$ cat config.mk
export PLATFORM = sky130hd
export DESIGN_NAME = motor_feedback_unwrap_stall_core
export DESIGN_NICKNAME = d
export VERILOG_FILES = /design/src/sv/mfus_pkg.sv /design/src/sv/mfus_front.sv /design/src/sv/mfus_queue.sv /design/src/sv/mfus_back.sv /design/src/sv/motor_feedback_unwrap_stall_core.sv
export SDC_FILE = /design/constraint.sdc
export NUM_CORES = 1
export LEC_CHECK = 0
export BUFFER_PORTS_ARGS = -buffer_cell sky130_fd_sc_hd__buf_4
export CORE_MARGIN = 3
export CORE_UTILIZATION = 55
export CTS_CLUSTER_DIAMETER = 30
export DETAILED_ROUTE_END_ITERATION = 7
export PLACE_DENSITY = 0.73
export SKIP_CTS_REPAIR_TIMING = 1
export SLEW_MARGIN = 30
export SYNTH_ARGS = -nofsm -noshare
export SYNTH_HDL_FRONTEND = slang
export SYNTH_SLANG_ARGS = --single-unit
$ cat constraint.sdc
create_clock -name i_clk -period 8.5 [get_ports i_clk]
set_input_delay 0.85 -clock i_clk [delete_from_list [all_inputs] [get_ports i_clk]]
set_output_delay 0.85 -clock i_clk [all_outputs]
set_load 0.03 [all_outputs]
$ cat src/sv/mfus_pkg.sv
// shared types and constants for the motor feedback unwrap and stall block
`default_nettype none

package mfus_pkg;

    localparam int IN_DATA_W  = 80;
    localparam int OUT_DATA_W = 152;
    localparam int CFG_IDX_W  = 3;
    localparam int CFG_DATA_W = 16;

    localparam logic [CFG_IDX_W-1:0] REG_MOTOR_KIND    = 3'd0;
    localparam logic [CFG_IDX_W-1:0] REG_ERROR_LIMIT   = 3'd1;
    localparam logic [CFG_IDX_W-1:0] REG_SPEED_LIMIT   = 3'd2;
    localparam logic [CFG_IDX_W-1:0] REG_TIME_LIMIT    = 3'd3;
    localparam logic [CFG_IDX_W-1:0] REG_CURRENT_LIMIT = 3'd4;

    localparam logic OP_FRAME = 1'b0;
    localparam logic OP_CHECK = 1'b1;

    localparam logic KIND_SMALL   = 1'b0;
    localparam logic KIND_CURRENT = 1'b1;

    localparam logic signed [16:0] JUMP_HI = 17'sd4000;
    localparam logic signed [16:0] JUMP_LO = -17'sd4000;
    localparam logic signed [15:0] LAP_HI  = 16'sd32500;
    localparam logic signed [15:0] LAP_LO  = -16'sd32500;
    localparam logic        [15:0] TICK_MAX = 16'hFFFF;

    localparam int QUEUE_DEPTH = 2;
    localparam int QPTR_W      = 1;

    typedef struct packed {
        logic        motor_kind;
        logic [15:0] error_limit;
        logic [15:0] speed_limit;
        logic [15:0] time_limit;
        logic [15:0] current_limit;
    } t_cfg;

    typedef struct packed {
        logic               is_check;
        logic signed [15:0] angle;
        logic signed [15:0] speed;
        logic signed [15:0] current;
        logic               err_over;
    } t_item;

    typedef struct packed {
        logic signed [15:0] angle_out;
        logic signed [15:0] speed_out;
        logic signed [15:0] current_out;
        logic signed [15:0] lap_count;
        logic signed [31:0] unwrapped_angle;
        logic signed [31:0] target_angle;
        logic        [15:0] stall_count;
        logic               clear_integrators;
        logic               laps_reset;
    } t_result;

endpackage

`default_nettype wire

$ cat src/sv/mfus_front.sv
// front end: takes input beats, decodes the opcode and precomputes the error test
`default_nettype none

module mfus_front (
    input  wire logic                             s_axis_tvalid,
    output logic                                  s_axis_tready,
    input  wire logic [mfus_pkg::IN_DATA_W-1:0]   s_axis_tdata,
    input  wire logic                             s_axis_tuser,
    input  wire logic [15:0]                      i_error_limit,
    input  wire logic                             i_queue_full,
    output logic                                  o_push,
    output mfus_pkg::t_item                       o_item
);
    import mfus_pkg::*;

    logic signed [31:0] err;
    logic signed [32:0] err_ext;
    logic signed [32:0] lim_ext;

    assign err     = s_axis_tdata[79:48];
    assign err_ext = {err[31], err};
    assign lim_ext = $signed({17'b0, i_error_limit});

    assign s_axis_tready = !i_queue_full;
    assign o_push        = s_axis_tvalid && !i_queue_full;

    always_comb begin
        o_item.is_check = (s_axis_tuser == OP_CHECK);
        o_item.angle    = s_axis_tdata[15:0];
        o_item.speed    = s_axis_tdata[31:16];
        o_item.current  = s_axis_tdata[47:32];
        o_item.err_over = (err_ext > lim_ext) || (err_ext < -lim_ext);
    end

endmodule

`default_nettype wire

$ cat src/sv/mfus_queue.sv
// two entry queue between the front end and the state update
`default_nettype none

module mfus_queue (
    input  wire logic            i_clk,
    input  wire logic            i_rst_n,
    input  wire logic            i_push,
    input  mfus_pkg::t_item      i_item,
    output logic                 o_full,
    output logic                 o_empty,
    input  wire logic            i_pop,
    output mfus_pkg::t_item      o_item
);
    import mfus_pkg::*;

    t_item              r_mem [QUEUE_DEPTH];
    logic [QPTR_W-1:0]  r_wptr;
    logic [QPTR_W-1:0]  r_rptr;
    logic [QPTR_W:0]    r_count;
    logic [QPTR_W:0]    n_count;

    assign o_full  = (r_count == (QPTR_W+1)'(QUEUE_DEPTH));
    assign o_empty = (r_count == '0);
    assign o_item  = r_mem[r_rptr];

    always_comb begin
        n_count = r_count;
        if (i_push && !i_pop) begin
            n_count = r_count + 1'b1;
        end else if (!i_push && i_pop) begin
            n_count = r_count - 1'b1;
        end
    end

    always_ff @(posedge i_clk) begin
        if (!i_rst_n) begin
            r_wptr  <= '0;
            r_rptr  <= '0;
            r_count <= '0;
        end else begin
            r_count <= n_count;
            if (i_push) begin
                r_wptr <= r_wptr + 1'b1;
            end
            if (i_pop) begin
                r_rptr <= r_rptr + 1'b1;
            end
        end
    end

    always_ff @(posedge i_clk) begin
        if (i_push) begin
            r_mem[r_wptr] <= i_item;
        end
    end

endmodule

`default_nettype wire

$ cat src/sv/mfus_back.sv
// back end: unwrap state, stall rules and the output register
`default_nettype none

module mfus_back #(
    parameter int TURN_BITS = 13
) (
    input  wire logic            i_clk,
    input  wire logic            i_rst_n,
    input  mfus_pkg::t_cfg       i_cfg,
    input  wire logic            i_queue_empty,
    input  mfus_pkg::t_item      i_item,
    output logic                 o_pop,
    output logic                 o_valid,
    input  wire logic            i_ready,
    output mfus_pkg::t_result    o_result
);
    import mfus_pkg::*;

    logic signed [15:0] r_last_angle;
    logic signed [15:0] r_last_speed;
    logic signed [15:0] r_last_current;
    logic signed [15:0] r_laps;
    logic signed [31:0] r_unwrapped;
    logic signed [31:0] r_target;
    logic        [15:0] r_ticks;
    logic               r_clr;
    logic               r_lreset;
    logic               r_valid;

    logic signed [15:0] n_last_current;
    logic signed [15:0] n_laps;
    logic signed [31:0] n_unwrapped;
    logic signed [31:0] n_target;
    logic        [15:0] n_ticks;
    logic               n_clr;
    logic               n_lreset;

    logic signed [16:0] step;
    logic signed [15:0] laps_step;
    logic               wrap;
    logic signed [15:0] laps_kept;
    logic        [31:0] lap_bits;
    logic        [16:0] spd_mag;
    logic        [16:0] cur_mag;
    logic               spd_slow;
    logic               cur_high;
    logic        [15:0] ticks_inc;

    assign o_pop   = !i_queue_empty && (!r_valid || i_ready);
    assign o_valid = r_valid;

    // frame path
    always_comb begin
        step = {i_item.angle[15], i_item.angle} - {r_last_angle[15], r_last_angle};
        if (step < JUMP_LO) begin
            laps_step = r_laps + 16'sd1;
        end else if (step > JUMP_HI) begin
            laps_step = r_laps - 16'sd1;
        end else begin
            laps_step = r_laps;
        end
        wrap      = (laps_step > LAP_HI) || (laps_step < LAP_LO);
        laps_kept = wrap ? 16'sd0 : laps_step;
        lap_bits  = {{16{laps_kept[15]}}, laps_kept} << TURN_BITS;
    end

    // check path
    always_comb begin
        spd_mag   = r_last_speed[15] ? 17'(-{r_last_speed[15], r_last_speed})
                                     : {1'b0, r_last_speed};
        cur_mag   = r_last_current[15] ? 17'(-{r_last_current[15], r_last_current})
                                       : {1'b0, r_last_current};
        spd_slow  = spd_mag < {1'b0, i_cfg.speed_limit};
        cur_high  = cur_mag > {1'b0, i_cfg.current_limit};
        ticks_inc = (r_ticks != TICK_MAX) ? r_ticks + 16'd1 : r_ticks;
    end

    always_comb begin
        n_last_current = r_last_current;
        n_laps         = r_laps;
        n_unwrapped    = r_unwrapped;
        n_target       = r_target;
        n_ticks        = r_ticks;
        n_clr          = 1'b0;
        n_lreset       = 1'b0;
        if (!i_item.is_check) begin
            if (i_cfg.motor_kind == KIND_CURRENT) begin
                n_last_current = i_item.current;
            end
            n_laps      = laps_kept;
            n_unwrapped = $signed(lap_bits + {{16{i_item.angle[15]}}, i_item.angle});
            if (wrap) begin
                n_target = {{16{i_item.angle[15]}}, i_item.angle};
                n_lreset = 1'b1;
            end
        end else begin
            if (i_cfg.motor_kind == KIND_SMALL) begin
                if (i_item.err_over && spd_slow) begin
                    if (ticks_inc > i_cfg.time_limit) begin
                        n_clr   = 1'b1;
                        n_ticks = '0;
                    end else begin
                        n_ticks = ticks_inc;
                    end
                end else begin
                    n_ticks = '0;
                end
            end else begin
                n_clr = spd_slow && cur_high;
            end
            if (n_clr) begin
                n_target = r_unwrapped;
            end
        end
    end

    always_ff @(posedge i_clk) begin
        if (!i_rst_n) begin
            r_last_angle   <= '0;
            r_last_speed   <= '0;
            r_last_current <= '0;
            r_laps         <= '0;
            r_unwrapped    <= '0;
            r_target       <= '0;
            r_ticks        <= '0;
            r_clr          <= 1'b0;
            r_lreset       <= 1'b0;
            r_valid        <= 1'b0;
        end else begin
            if (o_pop) begin
                if (!i_item.is_check) begin
                    r_last_angle <= i_item.angle;
                    r_last_speed <= i_item.speed;
                end
                r_last_current <= n_last_current;
                r_laps         <= n_laps;
                r_unwrapped    <= n_unwrapped;
                r_target       <= n_target;
                r_ticks        <= n_ticks;
                r_clr          <= n_clr;
                r_lreset       <= n_lreset;
                r_valid        <= 1'b1;
            end else if (i_ready) begin
                r_valid <= 1'b0;
            end
        end
    end

    always_comb begin
        o_result.angle_out         = r_last_angle;
        o_result.speed_out         = r_last_speed;
        o_result.current_out       = r_last_current;
        o_result.lap_count         = r_laps;
        o_result.unwrapped_angle   = r_unwrapped;
        o_result.target_angle      = r_target;
        o_result.stall_count       = r_ticks;
        o_result.clear_integrators = r_clr;
        o_result.laps_reset        = r_lreset;
    end

endmodule

`default_nettype wire

$ cat src/sv/motor_feedback_unwrap_stall_core.sv
// top level of the motor feedback unwrap and stall block
//
// input stream: one beat per item; s_axis_tuser selects a feedback frame (0)
// or a stall check tick (1); s_axis_tdata carries angle, speed, current and
// position error. output stream: one beat per input beat, in order, with the
// stored angle, speed, current, lap count, unwrapped angle, target, stall
// count and the clear and lap reset flags.
// config channel: i_cfg_valid with i_cfg_index and i_cfg_data; always ready.
// the user keeps it written only while no item is in flight; the block does
// not enforce this. an accepted beat passes through the queue and then the
// back end output register before it shows on m_axis. throughput: one beat
// per cycle while the receiver keeps up, set by the state update in the back
// end that feeds the next item's unwrap step. a two beat queue sits between
// the input side and the state update; when the receiver stalls the output
// beat holds, the queue fills and s_axis_tready drops after two more beats.
// reset clears all state to zero, sets motor kind to 1 and empties the queue.
`default_nettype none

module motor_feedback_unwrap_stall_core #(
    parameter int TURN_BITS = 13
) (
    input  wire logic                                i_clk,
    input  wire logic                                i_rst_n,
    input  wire logic                                s_axis_tvalid,
    output logic                                     s_axis_tready,
    // angle_raw, speed_raw, current_raw, position_error
    input  wire logic [mfus_pkg::IN_DATA_W-1:0]      s_axis_tdata,
    // opcode
    input  wire logic                                s_axis_tuser,
    output logic                                     m_axis_tvalid,
    input  wire logic                                m_axis_tready,
    // angle_out, speed_out, current_out, lap_count, unwrapped_angle,
    // target_angle, stall_count, clear_integrators, laps_reset, zero pad
    output logic [mfus_pkg::OUT_DATA_W-1:0]          m_axis_tdata,
    input  wire logic                                i_cfg_valid,
    output logic                                     o_cfg_ready,
    input  wire logic [mfus_pkg::CFG_IDX_W-1:0]      i_cfg_index,
    input  wire logic [mfus_pkg::CFG_DATA_W-1:0]     i_cfg_data
);
    import mfus_pkg::*;

    t_cfg    r_cfg;
    t_item   front_item;
    t_item   queue_item;
    t_result result;
    logic    push;
    logic    pop;
    logic    queue_full;
    logic    queue_empty;

    assign o_cfg_ready = 1'b1;

    always_ff @(posedge i_clk) begin
        if (!i_rst_n) begin
            r_cfg.motor_kind    <= KIND_CURRENT;
            r_cfg.error_limit   <= '0;
            r_cfg.speed_limit   <= '0;
            r_cfg.time_limit    <= '0;
            r_cfg.current_limit <= '0;
        end else if (i_cfg_valid) begin
            unique case (i_cfg_index)
                REG_MOTOR_KIND:    r_cfg.motor_kind    <= i_cfg_data[0];
                REG_ERROR_LIMIT:   r_cfg.error_limit   <= i_cfg_data;
                REG_SPEED_LIMIT:   r_cfg.speed_limit   <= i_cfg_data;
                REG_TIME_LIMIT:    r_cfg.time_limit    <= i_cfg_data;
                REG_CURRENT_LIMIT: r_cfg.current_limit <= i_cfg_data;
                default: ;
            endcase
        end
    end

    mfus_front u_front (
        .s_axis_tvalid (s_axis_tvalid),
        .s_axis_tready (s_axis_tready),
        .s_axis_tdata  (s_axis_tdata),
        .s_axis_tuser  (s_axis_tuser),
        .i_error_limit (r_cfg.error_limit),
        .i_queue_full  (queue_full),
        .o_push        (push),
        .o_item        (front_item)
    );

    mfus_queue u_queue (
        .i_clk   (i_clk),
        .i_rst_n (i_rst_n),
        .i_push  (push),
        .i_item  (front_item),
        .o_full  (queue_full),
        .o_empty (queue_empty),
        .i_pop   (pop),
        .o_item  (queue_item)
    );

    mfus_back #(
        .TURN_BITS (TURN_BITS)
    ) u_back (
        .i_clk         (i_clk),
        .i_rst_n       (i_rst_n),
        .i_cfg         (r_cfg),
        .i_queue_empty (queue_empty),
        .i_item        (queue_item),
        .o_pop         (pop),
        .o_valid       (m_axis_tvalid),
        .i_ready       (m_axis_tready),
        .o_result      (result)
    );

    assign m_axis_tdata = {6'b0,
                           result.laps_reset,
                           result.clear_integrators,
                           result.stall_count,
                           result.target_angle,
                           result.unwrapped_angle,
                           result.lap_count,
                           result.current_out,
                           result.speed_out,
                           result.angle_out};

endmodule

`default_nettype wire

==> tab_implementation.tex, run 1 <==
\begin{tabular}{lr}
\hline
Metric & Value \\
\hline
\multicolumn{2}{l}{\textbf{Outcome}} \\
\quad Outcome & complete, no violations \\
\multicolumn{2}{l}{\textbf{Timing}} \\
\quad Worst Clk Skew & 15.47 ps \\
\quad Unrepaired setup endpoints after global routing & false \\
\quad Post-Route Setup TNS & 0 ps \\
\quad Count of pins over their slew limit & 0 \\
\quad Time the final worst path needs with I/O delays and setup & 7877 ps \\
\quad Period utilization & 92.67\% \\
\quad Worst relative slew slack & 35.97\% \\
\quad Finish-stage setup viols & 0 \\
\quad Final count of hold timing violations & 0 \\
\quad Fmax & 127.0 MHz \\
\quad Measured slew at the worst slew-check pin & 960.4 ps \\
\multicolumn{2}{l}{\textbf{Power and ir drop}} \\
\quad Switching share of power & 44.76\% \\
\quad Clock network fraction of design power & 22.8\% \\
\quad Sum of internal, switching and leakage power & 9829 uW \\
\quad Combinational group share of total power & 56.1\% \\
\quad Internal cell power & 5429 uW \\
\quad Pwr per Cell Area & 459.5 nW/um2 \\
\quad Power spent charging and discharging nets & 4400 uW \\
\quad IR Drop Worst-Case VDD & 0.2765 mV \\
\quad Leakage power figure & 0.008767 uW \\
\quad Sequential share of power & 21.1\% \\
\multicolumn{2}{l}{\textbf{Synth}} \\
\quad Number of enable-type register cells in the synthesized netlist & 100 \\
\quad Yosys warning count & 0 \\
\quad Top FF cell, synth & sky130\_fd\_sc\_hd\_\_dfxtp\_1 \\
\quad Instance count of the mapped netlist & 1938 \\
\quad Largest area contributor in the netlist & sky130\_fd\_sc\_hd\_\_dfxtp\_1 \\
\quad Post-synthesis cell area & 17370 um2 \\
\quad Fraction of synthesis flops using an asynchronous set or reset pin & 0\% \\
\quad Synth unique cells & 80 \\
\quad Mux share of post-synthesis cell area & 4.784\% \\
\quad Area share of the leading cell type in the synthesized netlist & 23.06\% \\
\quad Simple-gate area share of the yosys netlist & 16.83\% \\
\quad Largest family of logic cells by synthesized area & compound AO/OA/AOI/OAI gates \\
\quad Dominant cells by area after synthesis & sky130\_fd\_sc\_hd\_\_dfxtp\_1 23\%, sky130\_fd\_sc\_hd\_\_edfxtp\_1 17\%, sky130\_fd\_sc\_hd\_\_ha\_1 9.7\% \\
\quad Compound-Gate Fraction of Synth Area & 17.40\% \\
\quad Share of the synthesized netlist area taken by xor and xnor gates & 4.388\% \\
\quad Portion of the post-synthesis area used by sequential elements & 40.35\% \\
\quad Mean instance size in the synthesized netlist & 8.960 um2 \\
\quad Share of synthesized cell area in full adder, half adder and majority cells & 9.957\% \\
\quad Post-synthesis register bit count & 300 \\
\multicolumn{2}{l}{\textbf{Worst setup path}} \\
\quad Kind of critical path & flip-flop to flip-flop \\
\quad Slowest library cell on the worst path & sky130\_fd\_sc\_hd\_\_or4\_4 \\
\quad Data required time at the worst endpoint & 9000 ps \\
\quad Crit. End Element & flip-flop \\
\quad Worst stage delay on the critical path & 640 ps \\
\quad WP data arrival & 8380 ps \\
\quad Crit path max fanout & 12 \\
\quad Critical path buffers and inverters & 0 \\
\quad Family with the most delay on the worst path & compound AO/OA/AOI/OAI gates \\
\quad Startpoint types & flip-flop \\
\multicolumn{2}{l}{\textbf{Detailed routing}} \\
\quad Final routed DRC violation total & 0 \\
\quad First DRT Iteration DRCs & 892 \\
\quad Detailed-route via count & 14863 \\
\quad Average wire per standard cell & 17.71 um \\
\quad Drt pass-1 iters & 5 \\
\quad Detailed-route wire length & 46.05 mm \\
\quad Vias per std cell & 5.717 \\
\quad Remaining antenna violation count after routing & 0 \\
\multicolumn{2}{l}{\textbf{Placed design}} \\
\quad Buffers on Ports & 252 \\
\quad Detailed placer's ending HPWL & 33.48 mm \\
\quad Weighted congestion at the end of routability-driven global placement & 0.9556 \\
\multicolumn{2}{l}{\textbf{Clock tree}} \\
\quad Clock latency on the worst-skew pair & 580 ps \\
\quad Number of clock sinks & 300 \\
\quad Clock tree from TritonCTS & yes \\
\quad TritonCTS Buffers & 59 \\
\quad Root buffer cell & sky130\_fd\_sc\_hd\_\_clkbuf\_16 \\
\quad Maximum count of clock buffers along a single path & 3 \\
\quad Clock-pin slew of the registers on the worst-case setup and hold paths & 50 ps \\
\quad Max H-tree Level & 2 \\
\multicolumn{2}{l}{\textbf{Floorplanning}} \\
\quad Area of the core & 30830 um2 \\
\quad Ports placed on the boundary & 260 \\
\quad Initial Util & 56.33\% \\
\quad Full die area & 33740 um2 \\
\quad Die Height & 183.7 um \\
\quad Num rows & 64 \\
\quad Die outline width & 183.7 um \\
\multicolumn{2}{l}{\textbf{Layout}} \\
\quad Share of layout cells above drive strength 1 & 18.78\% \\
\quad Most used cells in the layout excluding fill and tap cells & 271 x sky130\_fd\_sc\_hd\_\_nand2\_1, 271 x sky130\_fd\_sc\_hd\_\_buf\_4, 199 x sky130\_fd\_sc\_hd\_\_dfxtp\_1, 140 x sky130\_fd\_sc\_hd\_\_a21oi\_1, 135 x sky130\_fd\_sc\_hd\_\_ha\_1 \\
\quad \# diodes & 0 \\
\quad Total number of nets in the final design & 2396 \\
\quad Area delta synth->final & 23.17\% \\
\quad Share of the core filled with cells & 69.38\% \\
\multicolumn{2}{l}{\textbf{GRT}} \\
\quad Vias in the first global route & 14224 \\
\quad Grt ovf & 0 \\
\quad Overall global routing resource usage & 26.45\% \\
\quad Number of antenna violations at the first check in global routing & 0 \\
\quad Global-route wire length before repair & 73.34 mm \\
\quad Pin count of the biggest net entering global routing & 90 \\
\multicolumn{2}{l}{\textbf{Flow run}} \\
\quad MaxCap Viol Count & 0 \\
\multicolumn{2}{l}{\textbf{Hold path}} \\
\quad Hold WC Path Type & input port to flip-flop \\
\hline
\end{tabular}
## stage by stage
step | hold slack (ps) | std cells | setup slack, ps | cell area [um2]
2_1_floorplan | 436.3 | 1943 | 846.3 | 17380
3_3_place_gp | 443.2 | 2481 | 807.8 | 19300
3_5_place_dp | 448.6 | 2481 | 488.1 | 19300
4_1_cts | 437.1 | 2592 | 398.7 | 21260
5_1_grt | 439.5 | 2600 | 8.273 | 21390
6_report | 453.3 | 2600 | 623.4 | 21390
## cell type report
cell class / instances / area, um2
multi-input cells: 1392 / 9390
clock buffers: 65 / 1499
fillers: 2442 / 9440
clock inverters: 46 / 461.7
well taps: 396 / 495.5
flip-flops and latches: 300 / 7010
repair buffers: 272 / 2046
inverters: 129 / 486.7
## sequential cells by signal, summed over array words and instances, names as in the netlist, 2 cells and up, named ones only
signal,cells
r_cfg,65
u_back.r_ticks,16
u_back.r_unwrapped,30
u_back.r_last_angle,3
u_queue.r_count,2
u_back.r_last_current,16
u_back.r_last_speed,16
u_queue.r_mem,100
u_back.r_target,30
u_back.r_laps,16
## kinds of logic after synthesis
| group | after synthesis |
|---|---|
| other cells | 2 |
| simple gates | 627 |
| compound gates | 451 |
| xor+xnor | 87 |
| mux | 83 |
| buf+inv | 251 |
| flops | 300 |
| fa+ha+maj | 137 |
## per-layer routing
layer | vias up | track usage (%) | part of all wire [%]
met5 | - | 0 | 0
met1 | 6965 | 35.69 | 45
met3 | 88 | 4.670 | 6.1
met2 | 459 | 43.71 | 46
li1 | 7351 | - | -
met4 | 0 | 8.134 | 2.7
## cells in the mapped netlist (all sizes together), types with 56 or more instances
library cell  instances
a211oi               56
clkbuf               81
inv                 129
a21oi               141
mux2i                83
xnor2                64
ha                  135
edfxtp              100
o21ai                57
dfxtp               200
nand2               272
nor2                131
## power by group through the flow
stage / registers [uW] / logic, uW / clock network [uW]
after global placement: 2090 / 5280 / 0
after detailed placement: 2100 / 5340 / 0
final: 2070 / 5520 / 2240
after CTS: 2070 / 5370 / 2270
after global routing: 2110 / 6050 / 2350
after floorplan: 2310 / 3750 / 0
## worst paths after layout
check                  startpoint                      to  slack, ps  depth (start not counted)
hold reg to reg         r_cfg[27]               r_cfg[27]        450                          2
setup reg to reg        flip-flop  u_back.r_unwrapped[28]        620                         30
setup / recovery        flip-flop  u_back.r_unwrapped[28]        620                         30
hold / removal    s_axis_tdata[2]    u_queue.r_mem[1][35]        450                          1
No activity file was read; power rests on OpenSTA's default activity.
==> run 2, diff against run 1 <==
--- a/config.mk
+++ b/config.mk
@@ -15,4 +15,5 @@
 export SLEW_MARGIN = 30
 export SYNTH_ARGS = -nofsm -noshare
 export SYNTH_HDL_FRONTEND = slang
+export SYNTH_HIERARCHICAL = 1
 export SYNTH_SLANG_ARGS = --single-unit
==> run 2 against run 1 <==
Net effect: synthesized cell count is 3.1% higher; synthesized area is 5.4% higher; first-iteration DRC count is 28% higher; worst setup slack worse by 150 ps; die area is 5.3% higher; critical endpoint is now u_back/r_unwrapped[29].
==> tab_implementation.tex, run 2 <==
\begin{tabular}{lr}
\hline
Metric & Value \\
\hline
\multicolumn{2}{l}{\textbf{Layout}} \\
\quad Share of layout cells above drive strength 1 & 22.84\% (was 18.78\%) \\
\quad Max FFs per register & 100 (unchanged) \\
\quad Most common library cell in the layout ignoring fill and taps & sky130\_fd\_sc\_hd\_\_nand2\_1 \\
\quad Most used cells in the layout excluding fill and tap cells & 305 x sky130\_fd\_sc\_hd\_\_nand2\_1, 275 x sky130\_fd\_sc\_hd\_\_buf\_4, 199 x sky130\_fd\_sc\_hd\_\_dfxtp\_1, 162 x sky130\_fd\_sc\_hd\_\_a21oi\_1, 132 x sky130\_fd\_sc\_hd\_\_ha\_1 (was 271 x sky130\_fd\_sc\_hd\_\_nand2\_1, 271 x sky130\_fd\_sc\_hd\_\_buf\_4, 199 x sky130\_fd\_sc\_hd\_\_dfxtp\_1, 140 x sky130\_fd\_sc\_hd\_\_a21oi\_1, 135 x sky130\_fd\_sc\_hd\_\_ha\_1) \\
\quad Area of all placed cells without fillers & 22500 um2 (was 21390 um2) \\
\quad Most flop-heavy register & u\_queue/r\_mem (was u\_queue.r\_mem) \\
\quad Total number of nets in the final design & 2418 (was 2396) \\
\quad Area delta synth->final & 22.87\% (was 23.17\%) \\
\quad Largest registers & u\_queue/r\_mem x100, r\_cfg x65, u\_back/r\_target x30 (was u\_queue.r\_mem x100, r\_cfg x65) \\
\multicolumn{2}{l}{\textbf{Worst setup path}} \\
\quad Cell mode on critical path & sky130\_fd\_sc\_hd\_\_a21oi\_1 \\
\quad WP data arrival & 8490 ps (was 8380 ps) \\
\quad Crit. End Element & flip-flop (unchanged) \\
\quad Kind of critical path & flip-flop to flip-flop (unchanged) \\
\quad Data required time at the worst endpoint & 8960 ps (was 9000 ps) \\
\quad Slowest library cell on the worst path & sky130\_fd\_sc\_hd\_\_or4\_1 (was sky130\_fd\_sc\_hd\_\_or4\_4) \\
\quad Crit path max fanout & 14 (was 12) \\
\quad Flop2flop setup slack & 470 ps (was 620 ps) \\
\quad Worst stage delay on the critical path & 580 ps (was 640 ps) \\
\quad Startpoint types & flip-flop (unchanged) \\
\multicolumn{2}{l}{\textbf{Outcome}} \\
\quad Outcome & complete, no violations (unchanged) \\
\multicolumn{2}{l}{\textbf{Synth}} \\
\quad Yosys warning count & 6 (was 0) \\
\quad Count leader, synth & sky130\_fd\_sc\_hd\_\_nand2\_1 (unchanged) \\
\quad Largest area contributor in the netlist & sky130\_fd\_sc\_hd\_\_dfxtp\_1 (unchanged) \\
\quad Instance count of the mapped netlist & 1999 (was 1938) \\
\quad Post-synthesis cell area & 18310 um2 (was 17370 um2) \\
\quad Portion of the post-synthesis area used by sequential elements & 38.26\% (was 40.35\%) \\
\quad Number of enable-type register cells in the synthesized netlist & 100 (unchanged) \\
\quad Mean instance size in the synthesized netlist & 9.160 um2 (was 8.960 um2) \\
\quad Dominant cells by area after synthesis & sky130\_fd\_sc\_hd\_\_dfxtp\_1 22\%, sky130\_fd\_sc\_hd\_\_edfxtp\_1 16\%, sky130\_fd\_sc\_hd\_\_ha\_1 9.2\% (was sky130\_fd\_sc\_hd\_\_dfxtp\_1 23\%, sky130\_fd\_sc\_hd\_\_edfxtp\_1 17\%, sky130\_fd\_sc\_hd\_\_ha\_1 9.7\%) \\
\quad Synth unique cells & 99 (was 80) \\
\quad Post-synthesis register bit count & 300 (unchanged) \\
\quad Top FF cell, synth & sky130\_fd\_sc\_hd\_\_dfxtp\_1 (unchanged) \\
\quad Area share of the leading cell type in the synthesized netlist & 21.87\% (was 23.06\%) \\
\quad Synth cell count leaders & 306 x sky130\_fd\_sc\_hd\_\_nand2\_1, 200 x sky130\_fd\_sc\_hd\_\_dfxtp\_1, 165 x sky130\_fd\_sc\_hd\_\_a21oi\_1 (was 271 x sky130\_fd\_sc\_hd\_\_nand2\_1, 200 x sky130\_fd\_sc\_hd\_\_dfxtp\_1, 140 x sky130\_fd\_sc\_hd\_\_a21oi\_1) \\
\quad Fraction of synthesis flops using an asynchronous set or reset pin & 0\% (unchanged) \\
\multicolumn{2}{l}{\textbf{Detailed routing}} \\
\quad Detailed-route via count & 15420 (was 14863) \\
\quad Average wire per standard cell & 18.49 um (was 17.71 um) \\
\quad Vias per std cell & 5.771 (was 5.717) \\
\quad Drt pass-1 iters & 5 (unchanged) \\
\quad Final routed DRC violation total & 0 (unchanged) \\
\quad Remaining antenna violation count after routing & 0 (unchanged) \\
\quad Detailed-route wire length & 49.40 mm (was 46.05 mm) \\
\quad First DRT Iteration DRCs & 1144 (was 892) \\
\multicolumn{2}{l}{\textbf{Power and ir drop}} \\
\quad Pwr per Cell Area & 451.0 nW/um2 (was 459.5 nW/um2) \\
\quad Sum of internal, switching and leakage power & 10150 uW (was 9829 uW) \\
\quad Leakage power figure & 0.009409 uW (was 0.008767 uW) \\
\quad IR Drop Worst-Case VDD & 0.3130 mV (was 0.2765 mV) \\
\multicolumn{2}{l}{\textbf{GRT}} \\
\quad Global-route wire length before repair & 77.57 mm (was 73.34 mm) \\
\quad Number of antenna violations at the first check in global routing & 1 (was 0) \\
\quad Global Route met1 Usage & 35.89\% (was 35.69\%) \\
\quad GR peak layer & met2 (unchanged) \\
\quad Overall global routing resource usage & 26.73\% (was 26.45\%) \\
\quad Met2 capacity usage during global routing & 43.52\% (was 43.71\%) \\
\quad Met3 global-route usage & 5.358\% (was 4.670\%) \\
\quad Pin count of the biggest net entering global routing & 91 (was 90) \\
\quad Vias in the first global route & 15102 (was 14224) \\
\quad Grt ovf & 0 (unchanged) \\
\multicolumn{2}{l}{\textbf{Clock tree}} \\
\quad Clock tree from TritonCTS & yes (unchanged) \\
\quad Root buffer cell & sky130\_fd\_sc\_hd\_\_clkbuf\_16 (unchanged) \\
\quad Clock latency on the worst-skew pair & 580 ps (about the same) \\
\quad Max H-tree Level & 3 (was 2) \\
\quad TritonCTS Buffers & 66 (was 59) \\
\quad Maximum count of clock buffers along a single path & 3 (unchanged) \\
\quad Clock-pin slew of the registers on the worst-case setup and hold paths & 50 ps (about the same) \\
\quad Number of clock sinks & 300 (unchanged) \\
\multicolumn{2}{l}{\textbf{Timing}} \\
\quad Period utilization & 94.47\% (was 92.67\%) \\
\quad Measured slew at the worst slew-check pin & 895.7 ps (was 960.4 ps) \\
\quad Post-route setup slack & 469.9 ps (was 623.4 ps) \\
\quad Worst relative slew slack & 40.15\% (was 35.97\%) \\
\quad Finish-stage setup viols & 0 (unchanged) \\
\quad Time the final worst path needs with I/O delays and setup & 8030 ps (was 7877 ps) \\
\quad Final count of hold timing violations & 0 (unchanged) \\
\quad Fmax & 124.5 MHz (was 127.0 MHz) \\
\quad Count of pins over their slew limit & 0 (unchanged) \\
\quad Worst Clk Skew & 34.90 ps (was 15.47 ps) \\
\multicolumn{2}{l}{\textbf{Floorplanning}} \\
\quad Die Height & 188.5 um (was 183.7 um) \\
\quad Die outline width & 188.5 um (was 183.7 um) \\
\quad Full die area & 35520 um2 (was 33740 um2) \\
\quad Num rows & 66 (was 64) \\
\quad Area of the core & 32700 um2 (was 30830 um2) \\
\quad Ports placed on the boundary & 260 (unchanged) \\
\quad Initial Util & 56.00\% (was 56.33\%) \\
\multicolumn{2}{l}{\textbf{Flow run}} \\
\quad MaxCap Viol Count & 0 (unchanged) \\
\multicolumn{2}{l}{\textbf{Placed design}} \\
\quad Buffers on Ports & 252 (unchanged) \\
\quad Pre-CTS setup slack & 297.2 ps (was 488.1 ps) \\
\quad Weighted congestion at the end of routability-driven global placement & 0.9249 (was 0.9556) \\
\quad Detailed placer's ending HPWL & 34.55 mm (was 33.48 mm) \\
\quad Placed inst area & 19920 um2 (was 19300 um2) \\
\multicolumn{2}{l}{\textbf{Hold path}} \\
\quad Hold WC Path Type & flip-flop to flip-flop (was input port to flip-flop) \\
\hline
\end{tabular}
-- run 2: kinds of logic (layout without fill, tap and decap cells) --
kind of cell / count (synthesis) / after routing / share of synthesized area (%)
buffers and inverters: 284 / 508 / 8.097
adders and majority gates: 137 / 137 / 9.443
xor gates and xnor gates: 77 / 77 / 3.683
DFF: 300 / 300 / 38.26
other: 2 / 8 / 0.04101
and+or+nand+nor: 657 / 657 / 17.97
AOI/OAI and AO/OA: 409 / 410 / 14.89
muxes: 133 / 133 / 7.612
-- run 2: critical path: cells and delay by family (launching register included) --
family                     cells  cell delay (ps)
buffers and inverters          1              210
DFF                            1              340
and+or+nand+nor                4             1220
adders and majority gates      3             1120
muxes                          1              430
AOI/OAI and AO/OA             22             4600
-- run 2: metrics by stage --
step / hold slack (ps) / TNS [ps] / cells / utilization [%]
after floorplan: 433.5 / 0 / 2004 / -
after global placement: 445.2 / 0 / 2541 / 60.82
after detailed placement: 450.8 / 0 / 2542 / 60.90
after CTS: 438.6 / 0 / 2663 / 68.27
after global routing: 437.3 / -68.80 / 2672 / 68.80
final: 458.4 / 0 / 2672 / 68.80
-- run 2: layout make-up --
cell class / count / area, um2
fillers: 2616 / 10200
multi-input cells: 1421 / 9995
flip-flops and latches: 300 / 7008
repair buffers: 280 / 2130
clock buffers: 78 / 1779
clock inverters: 43 / 630.6
well taps: 442 / 553.0
inverters: 107 / 401.6
diodes: 1 / 2.502
-- run 2: worst paths after layout --
path	start	end	cells after the start
max	flip-flop	u_back/r_unwrapped[29]	31
min	r_cfg[40]	r_cfg[40]	2
max reg2reg	flip-flop	u_back/r_unwrapped[29]	31
min reg2reg	r_cfg[40]	r_cfg[40]	2
-- run 2: power by group --
| group | total [uW] | switching [uW] | internal (uW) |
|---|---|---|---|
| clock network | 2700 | 870 | 1830 |
| logic | 5400 | 3210 | 2190 |
| registers | 2050 | 277 | 1770 |
-- run 2: metal layers --
metal | wire [um] | vias up
met5 | 0 | -
met4 | 1208 | 0
met3 | 3589 | 87
met2 | 22660 | 541
met1 | 21940 | 7334
li1 | - | 7458
